File: config.mk
export PLATFORM = sky130hd
export DESIGN_NAME = tdc_event_word_decoder_core_flat
export DESIGN_NICKNAME = d
export VERILOG_FILES = /design/src/hw/rtl/tdcewd_pkg.sv /design/src/hw/rtl/tdcewd_if.sv /design/src/hw/rtl/tdc_event_word_decoder_core.sv /design/src/flat_wrapper.sv
export SDC_FILE = /design/constraint.sdc
export NUM_CORES = 1
export LEC_CHECK = 0
export BUFFER_PORTS_ARGS = -buffer_cell sky130_fd_sc_hd__buf_4
export CAP_MARGIN = 20
export CORE_MARGIN = 4
export CORE_UTILIZATION = 55
export CTS_CLUSTER_DIAMETER = 150
export DETAILED_ROUTE_END_ITERATION = 8
export MAX_ROUTING_LAYER = met4
export PLACE_DENSITY = 0.77
export SYNTH_ARGS = -nofsm -noshare
export SYNTH_HDL_FRONTEND = slang
export SYNTH_SLANG_ARGS = --single-unit
File: constraint.sdc
create_clock -name clk -period 4.8 [get_ports clk]
set_input_delay 0.72 -clock clk [delete_from_list [all_inputs] [get_ports clk]]
set_output_delay 0.72 -clock clk [all_outputs]
set_load 0.02 [all_outputs]
File: src/hw/rtl/tdcewd_pkg.sv
`timescale 1ns / 1ps
`default_nettype none

package tdcewd_pkg;

    localparam int unsigned WORD_W     = 32;
    localparam int unsigned CLASS_W    = 4;
    localparam int unsigned CHAN_W     = 5;
    localparam int unsigned SLOT_W     = 2;
    localparam int unsigned VALUE_W    = 27;
    localparam int unsigned GEO_W      = 5;
    localparam int unsigned ID_W       = 12;
    localparam int unsigned TYPE_W     = 5;
    localparam int unsigned HIT_CNT_W  = 2;
    localparam int unsigned TRIG_W     = 22;
    localparam int unsigned TIME_W     = 20;

    // word classes
    localparam logic [CLASS_W-1:0] CLS_HEADER     = 4'd0;
    localparam logic [CLASS_W-1:0] CLS_HIT_KEPT   = 4'd1;
    localparam logic [CLASS_W-1:0] CLS_HIT_DROP   = 4'd2;
    localparam logic [CLASS_W-1:0] CLS_TDC_HEADER = 4'd3;
    localparam logic [CLASS_W-1:0] CLS_TRAILER    = 4'd4;
    localparam logic [CLASS_W-1:0] CLS_TAG_LOW    = 4'd5;
    localparam logic [CLASS_W-1:0] CLS_TAG_HIGH   = 4'd6;
    localparam logic [CLASS_W-1:0] CLS_UNKNOWN    = 4'd7;
    localparam logic [CLASS_W-1:0] CLS_BAD_HEADER = 4'd8;
    localparam logic [CLASS_W-1:0] CLS_IGNORED    = 4'd9;

    // word types, bits 31..27
    localparam logic [TYPE_W-1:0] TYPE_EVENT_HEADER = 5'h08;
    localparam logic [TYPE_W-1:0] TYPE_MEASUREMENT  = 5'h00;
    localparam logic [TYPE_W-1:0] TYPE_TDC_HEADER   = 5'h01;
    localparam logic [TYPE_W-1:0] TYPE_TRAILER      = 5'h03;
    localparam logic [TYPE_W-1:0] TYPE_TAG_LOW      = 5'h10;
    localparam logic [TYPE_W-1:0] TYPE_TAG_HIGH     = 5'h11;

    localparam logic [SLOT_W-1:0] SLOT_DROPPED = 2'd3;

    typedef struct packed {
        logic [CLASS_W-1:0] word_class;
        logic [CHAN_W-1:0]  channel;
        logic               edge_res;
        logic [SLOT_W-1:0]  hit_slot;
        logic [VALUE_W-1:0] value;
        logic [GEO_W-1:0]   geo_address;
        logic [ID_W-1:0]    tdc_channel_id;
        logic [ID_W-1:0]    tdc_packet_id;
    } result_t;

endpackage

`default_nettype wire

File: src/hw/rtl/tdcewd_if.sv
`timescale 1ns / 1ps
`default_nettype none

interface tdcewd_in_if;
    import tdcewd_pkg::*;

    logic              valid;
    logic              ready;
    logic [WORD_W-1:0] word;
    logic              first_of_event;
    logic              last_of_event;

    modport source (output valid, output word, output first_of_event,
                    output last_of_event, input ready);
    modport sink (input valid, input word, input first_of_event,
                  input last_of_event, output ready);
endinterface

interface tdcewd_out_if;
    import tdcewd_pkg::*;

    logic               valid;
    logic               ready;
    logic [CLASS_W-1:0] word_class;
    logic [CHAN_W-1:0]  channel;
    logic               edge_res;
    logic [SLOT_W-1:0]  hit_slot;
    logic [VALUE_W-1:0] value;
    logic [GEO_W-1:0]   geo_address;
    logic [ID_W-1:0]    tdc_channel_id;
    logic [ID_W-1:0]    tdc_packet_id;

    modport source (output valid, output word_class, output channel, output edge_res,
                    output hit_slot, output value, output geo_address,
                    output tdc_channel_id, output tdc_packet_id, input ready);
    modport sink (input valid, input word_class, input channel, input edge_res,
                  input hit_slot, input value, input geo_address,
                  input tdc_channel_id, input tdc_packet_id, output ready);
endinterface

`default_nettype wire

File: src/hw/rtl/tdc_event_word_decoder_core.sv
`timescale 1ns / 1ps
`default_nettype none

// Decodes readout words of a multi-hit TDC event, one decoded word out for every word in.
// A word is taken every cycle while the output is not stalled; it goes through an input
// register and then a result register, from which its decoded word is presented. The
// per-channel hit counters are read from the word in the input register and updated as
// the result register loads, which is what lets consecutive hits on the same channel
// follow each other with no gap. The result register keeps accepting words while the
// downstream side is ready; when it stalls, one more word is held in the input register
// before raw.ready drops.
module tdc_event_word_decoder_core #(
    parameter int unsigned CHANNELS      = 16,
    parameter int unsigned HITS_PER_EDGE = 3
) (
    input  wire              clk,
    input  wire              rst_n,
    tdcewd_in_if.sink        raw,
    tdcewd_out_if.source     decoded
);
    import tdcewd_pkg::*;

    localparam int unsigned IDX_W = (CHANNELS > 1) ? $clog2(CHANNELS) : 1;

    // input register
    logic              s1_valid_reg;
    logic [WORD_W-1:0] s1_word_reg;
    logic              s1_first_reg;
    logic              s1_last_reg;

    // result register
    logic              out_valid_reg;
    result_t           out_reg;
    result_t           out_next;

    // event state
    logic                 event_open_reg;
    logic                 event_open_next;
    logic [GEO_W-1:0]     geo_reg;
    logic [GEO_W-1:0]     geo_next;
    logic [HIT_CNT_W-1:0] lead_reg [CHANNELS];
    logic [HIT_CNT_W-1:0] trail_reg [CHANNELS];

    logic                 out_load;
    logic                 s1_load;
    logic [TYPE_W-1:0]    w_type;
    logic [CHAN_W-1:0]    w_chan;
    logic                 w_trailing;
    logic                 in_range;
    logic [IDX_W-1:0]     ch_idx;
    logic [HIT_CNT_W-1:0] cnt_cur;
    logic                 hit_keep;
    logic                 good_header;

    assign out_load = s1_valid_reg && (!out_valid_reg || decoded.ready);
    assign s1_load  = !s1_valid_reg || out_load;
    assign raw.ready = s1_load;

    assign w_type      = s1_word_reg[31:27];
    assign w_chan      = s1_word_reg[25:21];
    assign w_trailing  = s1_word_reg[26];
    assign in_range    = {1'b0, w_chan} < (CHAN_W + 1)'(CHANNELS);
    assign ch_idx      = IDX_W'(w_chan);
    assign cnt_cur     = !in_range ? '0 : (w_trailing ? trail_reg[ch_idx] : lead_reg[ch_idx]);
    assign good_header = (w_type == TYPE_EVENT_HEADER);
    assign hit_keep    = in_range && (cnt_cur < HIT_CNT_W'(HITS_PER_EDGE));

    always_comb
    begin
        out_next        = '0;
        out_next.word_class = CLS_IGNORED;
        event_open_next = event_open_reg;
        geo_next        = geo_reg;
        if (s1_first_reg)
        begin
            if (good_header)
            begin
                out_next.word_class  = CLS_HEADER;
                out_next.value       = VALUE_W'(s1_word_reg[5 +: TRIG_W]);
                out_next.geo_address = s1_word_reg[GEO_W-1:0];
                geo_next             = s1_word_reg[GEO_W-1:0];
                event_open_next      = 1'b1;
            end
            else
            begin
                out_next.word_class = CLS_BAD_HEADER;
                geo_next            = '0;
                event_open_next     = 1'b0;
            end
        end
        else if (event_open_reg)
        begin
            out_next.geo_address = geo_reg;
            case (w_type)
                TYPE_MEASUREMENT:
                begin
                    out_next.channel  = w_chan;
                    out_next.edge_res = w_trailing;
                    out_next.value    = VALUE_W'(s1_word_reg[TIME_W-1:0]);
                    if (hit_keep)
                    begin
                        out_next.word_class = CLS_HIT_KEPT;
                        out_next.hit_slot   = cnt_cur;
                    end
                    else
                    begin
                        out_next.word_class = CLS_HIT_DROP;
                        out_next.hit_slot   = SLOT_DROPPED;
                    end
                end
                TYPE_TDC_HEADER:
                begin
                    out_next.word_class     = CLS_TDC_HEADER;
                    out_next.tdc_channel_id = s1_word_reg[23:12];
                    out_next.tdc_packet_id  = s1_word_reg[11:0];
                end
                TYPE_TRAILER:
                begin
                    out_next.word_class = CLS_TRAILER;
                    out_next.value      = s1_word_reg[VALUE_W-1:0];
                end
                TYPE_TAG_LOW:
                begin
                    out_next.word_class = CLS_TAG_LOW;
                    out_next.value      = VALUE_W'(s1_word_reg[4:0]);
                end
                TYPE_TAG_HIGH:
                begin
                    out_next.word_class = CLS_TAG_HIGH;
                    out_next.value      = s1_word_reg[VALUE_W-1:0];
                end
                default:
                begin
                    out_next.word_class = CLS_UNKNOWN;
                    out_next.value      = s1_word_reg[VALUE_W-1:0];
                end
            endcase
        end
        if (s1_last_reg)
        begin
            event_open_next = 1'b0;
        end
    end

    always_ff @(posedge clk or negedge rst_n)
    begin
        if (!rst_n)
        begin
            s1_valid_reg   <= 1'b0;
            out_valid_reg  <= 1'b0;
            event_open_reg <= 1'b0;
            geo_reg        <= '0;
            for (int i = 0; i < int'(CHANNELS); i++)
            begin
                lead_reg[i]  <= '0;
                trail_reg[i] <= '0;
            end
        end
        else
        begin
            if (s1_load)
            begin
                s1_valid_reg <= raw.valid;
            end
            if (out_load)
            begin
                out_valid_reg <= 1'b1;
            end
            else if (decoded.ready)
            begin
                out_valid_reg <= 1'b0;
            end
            if (out_load)
            begin
                event_open_reg <= event_open_next;
                geo_reg        <= geo_next;
                if (s1_first_reg)
                begin
                    for (int i = 0; i < int'(CHANNELS); i++)
                    begin
                        lead_reg[i]  <= '0;
                        trail_reg[i] <= '0;
                    end
                end
                else if (event_open_reg && (w_type == TYPE_MEASUREMENT) && hit_keep)
                begin
                    if (w_trailing)
                    begin
                        trail_reg[ch_idx] <= cnt_cur + HIT_CNT_W'(1);
                    end
                    else
                    begin
                        lead_reg[ch_idx] <= cnt_cur + HIT_CNT_W'(1);
                    end
                end
            end
        end
    end

    // payload registers, no reset
    always_ff @(posedge clk)
    begin
        if (s1_load && raw.valid)
        begin
            s1_word_reg  <= raw.word;
            s1_first_reg <= raw.first_of_event;
            s1_last_reg  <= raw.last_of_event;
        end
        if (out_load)
        begin
            out_reg <= out_next;
        end
    end

    assign decoded.valid          = out_valid_reg;
    assign decoded.word_class     = out_reg.word_class;
    assign decoded.channel        = out_reg.channel;
    assign decoded.edge_res       = out_reg.edge_res;
    assign decoded.hit_slot       = out_reg.hit_slot;
    assign decoded.value          = out_reg.value;
    assign decoded.geo_address    = out_reg.geo_address;
    assign decoded.tdc_channel_id = out_reg.tdc_channel_id;
    assign decoded.tdc_packet_id  = out_reg.tdc_packet_id;

`ifndef ASSERT_OFF
    kept_slot_in_range: assert property (@(posedge clk) disable iff (!rst_n)
        decoded.valid && (decoded.word_class == CLS_HIT_KEPT)
        |-> (decoded.hit_slot < SLOT_W'(HITS_PER_EDGE)))
        else $error("kept hit with slot beyond hit limit");

    dropped_slot_marked: assert property (@(posedge clk) disable iff (!rst_n)
        decoded.valid && (decoded.word_class == CLS_HIT_DROP)
        |-> (decoded.hit_slot == SLOT_DROPPED))
        else $error("dropped hit without dropped slot");

    ignored_word_clean: assert property (@(posedge clk) disable iff (!rst_n)
        decoded.valid && ((decoded.word_class == CLS_IGNORED)
                          || (decoded.word_class == CLS_BAD_HEADER))
        |-> (decoded.geo_address == '0) && (decoded.value == '0))
        else $error("ignored or bad header word carries data");

    bad_header_closes: assert property (@(posedge clk) disable iff (!rst_n)
        out_load && s1_first_reg && !good_header |=> !event_open_reg)
        else $error("event left open after bad header");

    header_clears_counters: assert property (@(posedge clk) disable iff (!rst_n)
        out_load && s1_first_reg |=> (lead_reg[0] == '0) && (trail_reg[0] == '0))
        else $error("hit counters not cleared by header");
`endif

endmodule

`default_nettype wire

File: src/flat_wrapper.sv
// flat-port wrapper written by rule: the top's interface ports become plain ports
module tdc_event_word_decoder_core_flat import tdcewd_pkg::*;
#(
    parameter int unsigned CHANNELS      = 16,
    parameter int unsigned HITS_PER_EDGE = 3
)
  (clk, rst_n, raw_valid, raw_word, raw_first_of_event, raw_last_of_event, raw_ready, decoded_valid, decoded_word_class, decoded_channel, decoded_edge_res, decoded_hit_slot, decoded_value, decoded_geo_address, decoded_tdc_channel_id, decoded_tdc_packet_id, decoded_ready);
  tdcewd_in_if raw_i ();
  tdcewd_out_if decoded_i ();
  input  wire clk;
  input  wire rst_n;
  input wire logic [$bits(raw_i.valid)-1:0] raw_valid;
  input wire logic [$bits(raw_i.word)-1:0] raw_word;
  input wire logic [$bits(raw_i.first_of_event)-1:0] raw_first_of_event;
  input wire logic [$bits(raw_i.last_of_event)-1:0] raw_last_of_event;
  output wire logic [$bits(raw_i.ready)-1:0] raw_ready;
  output wire logic [$bits(decoded_i.valid)-1:0] decoded_valid;
  output wire logic [$bits(decoded_i.word_class)-1:0] decoded_word_class;
  output wire logic [$bits(decoded_i.channel)-1:0] decoded_channel;
  output wire logic [$bits(decoded_i.edge_res)-1:0] decoded_edge_res;
  output wire logic [$bits(decoded_i.hit_slot)-1:0] decoded_hit_slot;
  output wire logic [$bits(decoded_i.value)-1:0] decoded_value;
  output wire logic [$bits(decoded_i.geo_address)-1:0] decoded_geo_address;
  output wire logic [$bits(decoded_i.tdc_channel_id)-1:0] decoded_tdc_channel_id;
  output wire logic [$bits(decoded_i.tdc_packet_id)-1:0] decoded_tdc_packet_id;
  input wire logic [$bits(decoded_i.ready)-1:0] decoded_ready;
  assign raw_i.valid = raw_valid;
  assign raw_i.word = raw_word;
  assign raw_i.first_of_event = raw_first_of_event;
  assign raw_i.last_of_event = raw_last_of_event;
  assign raw_ready = raw_i.ready;
  assign decoded_valid = decoded_i.valid;
  assign decoded_word_class = decoded_i.word_class;
  assign decoded_channel = decoded_i.channel;
  assign decoded_edge_res = decoded_i.edge_res;
  assign decoded_hit_slot = decoded_i.hit_slot;
  assign decoded_value = decoded_i.value;
  assign decoded_geo_address = decoded_i.geo_address;
  assign decoded_tdc_channel_id = decoded_i.tdc_channel_id;
  assign decoded_tdc_packet_id = decoded_i.tdc_packet_id;
  assign decoded_i.ready = decoded_ready;
  tdc_event_word_decoder_core #(.CHANNELS(CHANNELS), .HITS_PER_EDGE(HITS_PER_EDGE)) u_core (.clk(clk), .rst_n(rst_n), .raw(raw_i), .decoded(decoded_i));
endmodule
==> impl_metrics.csv <==
group,metric,value,unit
status,outcome,"completed",
pwr,switching_share,27.2,%
synthesis,ys_types,47,
placed_design,dp_hpwl,13300,µm
pwr,vdd_drop_max,220,µV
worst_setup_path,worst_setup_path_end_kind,"register",
clock_network,cts_buffers,17,
sta,fin_ws,0.851,ns
global_routing,grt_pass1_vias,5719,
clock_network,clock_path_buffers,2,
clock_network,root_buffer,"clkbuf_16",
die,die_w,129,µm
pwr,p_comb_share,15.3,%
worst_setup_path,r2r_slack,0.85,ns
worst_setup_path,cp-start-kind,"register",
sta,slew_headroom,29.7,%
worst_setup_path,arrival,4.25,ns
clock_network,cts_hold_buf,0,
pwr,power.internal,2.80,mW
sta,period_minus_slack,3.95,ns
sta,fmax,253,MHz
placed_design,preCtsSetupSlack,0.920,ns
synthesis,synth_area_leaders,"edfxtp_1 38%, dfrtp_1 22%, mux4_2 4.5%",
worst_setup_path,cp.required,5.10,ns
die,die_area,0.0166,mm²
sta,slew_violations,0,
route,routed_via_density,6.34,
clock_network,h-tree-depth,4,
synthesis,synth_mux_area_share,6.34,%
worst_setup_path,r2r_start,"u_core.s1_word_reg[21]",
synthesis,synth_xor_area_share,0.217,%
die,core,0.0141,mm²
sta,final-setup-viol-count,0,
route,routedWlPerCell,21.5,µm
synthesis,netlist_area,0.00806,mm²
synthesis,synth_compound_area_share,14.2,%
synthesis,yosys.area.top_type,"edfxtp_1",
route,routed_wl,19800,µm
route,drt_pre_antenna_iters,5,
pwr,pwr-share-clk,35.9,%
sta,rsz0062_at_grt,"no",
global_routing,grt_use_total,25.1,%
worst_setup_path,worst_r2r_path_depth,11,
worst_setup_path,worstPathMaxFanout,44,
route,drc_errors,0,
worst_setup_path,reg2reg_to,"u_core.lead_reg[15]",
die,die_h,129,µm
sta,fin_crit_sh,82.3,%
global_routing,grt_pass1_wl,31000,µm
die,start_util,57.2,%
sta,hold_violations,0,
job,cap_violations,0,
synthesis,synthCells,634,
synthesis,ys_ff_latch,174,
global_routing,grt_overflow,0,
die,core.rowCount,43,
layout,syn2layout_area_growth,19.1,%
die,pin_count,108,
route,dr.first_iter.drc_count,611,
worst_setup_path,crit_type,"register to register",
pwr,seqPwrFrac,48.8,%
clock_network,clkLatencyLatePin,0.43,ns
clock_network,cts_resized,0,
synthesis,ys_seq_area_share,60.4,%
pwr,p_leak,3.63,nW
synthesis,synth_edf_count,102,
global_routing,grt_max_degree,90,
synthesis,synth.avg_cell_area,12.7,µm²
route,vias,5849,
synthesis,yosys.area_share.simple,15.9,%
clock_network,cts.reportedPaths.clkPinSlew,0.06,ns
sta,final.setup.tns,0,ns
layout,n_antenna_cell,0,
placed_design,port_buffers,107,
synthesis,yosys_warnings,0,
layout,drive_above_1_share,26.2,%
sta,fin_skew,0.00812,ns
pwr,power_switching,1.04,mW
synthesis,ys.flop_type,"edfxtp_1",
sta,tightest_slew,1.05,ns
clock_network,tritoncts,"built",
placed_design,place_congestion,0.876,
synthesis,async_reset_ff_share,41.4,%
layout,nets,769,
worst_hold_path,min_path_type,"primary input to async pin",
synthesis,synthAdderAreaFrac,0.155,%
clock_network,cts_setup_buffers,0,
synthesis,yosysTopAreaCellShare,38.0,%
synthesis,syn-num-nets,673,
clock_network,clock_sinks,174,
route,postRouteAntennaNets,0,
synthesis,synth_top_family_by_area,"simple AND/OR/NAND/NOR gates",
global_routing,antenna_found_initial,0,
pwr,power_density,400,mW/mm²
-- synthesized netlist by cell type, drive strengths merged, types with 2 or more instances --
cell type and number:
edfxtp 102, dfrtp 72, nor2 46, nor3b 45
nand2 44, clkbuf 38, and2 33, o21ai 33
a21oi 31, a22o 29, nor3 25, a221o 20
o41ai 18, mux4 16, mux2i 15, nand3 10
buf 9, nand2b 9, inv 6, nor2b 5
nand4 4, or2 4, a41oi 2, and3 2
o22ai 2, or3 2, xor2 2
-- kinds of logic after synthesis --
logic type,count (synthesis)
AO/OA/AOI/OAI,141
adder cells (fa/ha/maj),1
AND/OR/NAND/NOR,232
buffers and inverters,53
XOR/XNOR,2
flip-flops,174
multiplexers,31
-- power by group through the flow --
stage	registers [mW]	logic, mW	clock network, mW
after floorplan	1.90	0.375	0
after global placement	1.89	0.565	0
after detailed placement	1.90	0.585	0
after CTS	1.87	0.589	1.40
after global routing	1.89	0.637	1.47
final	1.87	0.589	1.38
-- layer usage --
layer | track usage (%) | vias to the layer above | share of wire, %
met1 | 32.7 | 2908 | 39
li1 | - | 2603 | -
met2 | 40.0 | 297 | 50
met5 | - | - | 0
met4 | 9.20 | 0 | 2.2
met3 | 4.45 | 41 | 8.2
-- how the worst max path moves through the flow --
stage                           startpoint                    to  slack [ns]  cells after the start
floorplan           u_core.s1_word_reg[21]  u_core.trail_reg[31]        1.43                     13
global placement    u_core.s1_word_reg[21]   u_core.lead_reg[19]        1.08                     11
detailed placement  u_core.s1_word_reg[21]   u_core.lead_reg[15]        0.92                     11
CTS                 u_core.s1_word_reg[21]   u_core.lead_reg[15]        0.89                     11
global route        u_core.s1_word_reg[21]  u_core.trail_reg[10]        0.63                     11
finish              u_core.s1_word_reg[21]   u_core.lead_reg[15]        0.85                     11
-- placed cells by master (no fill, tap or decap), types with 5 or more instances in the layout --
master     count
mux4_2        16
o21ai_1       21
o41ai_2       13
buf_4        124
mux2i_1       15
o21ai_0       12
nor3_1        23
clkbuf_16     17
edfxtp_1     102
nor2_1        46
nand3_1       10
a22o_1        29
dfrtp_1       72
and2_1        33
a221o_1       20
o41ai_1        5
nand2b_1       9
nand2_1       44
nor3b_1       45
a21oi_1       31
-- cell type report --
type	instances	area, µm²
well taps	180	225
fillers	1012	4500
flip-flops and latches	174	4860
inverters	6	22.5
multi-input cells	407	2960
repair buffers	124	931
clock inverters	15	163
clock buffers	17	425
-- per-stage QoR --
stage          util [%]  hold WS [ns]  std cells  power (mW)  cell area [µm²]
2_1_floorplan         -         0.424        634        2.27             8060
3_3_place_gp       63.8         0.460        890        2.46             9000
3_5_place_dp       63.9         0.470        891        2.49             9010
4_1_cts            68.1         0.437        923        3.86             9600
5_1_grt            68.1         0.448        923        3.99             9600
6_report           68.1         0.428        923        3.84             9600
-- critical path, cell delays in order (launching register included) --
cell and delay [ns]:
edfxtp_1 0.85, buf_4 0.32, mux4_2 0.54, o22a_1 0.24, nand4_1 0.14, nor2_1 0.06, ha_1 0.19, nor2_1 0.24
a41oi_1 0.22, or2_1 0.27, buf_4 0.29, a221o_1 0.43
(Power assumes the default switching activity.)
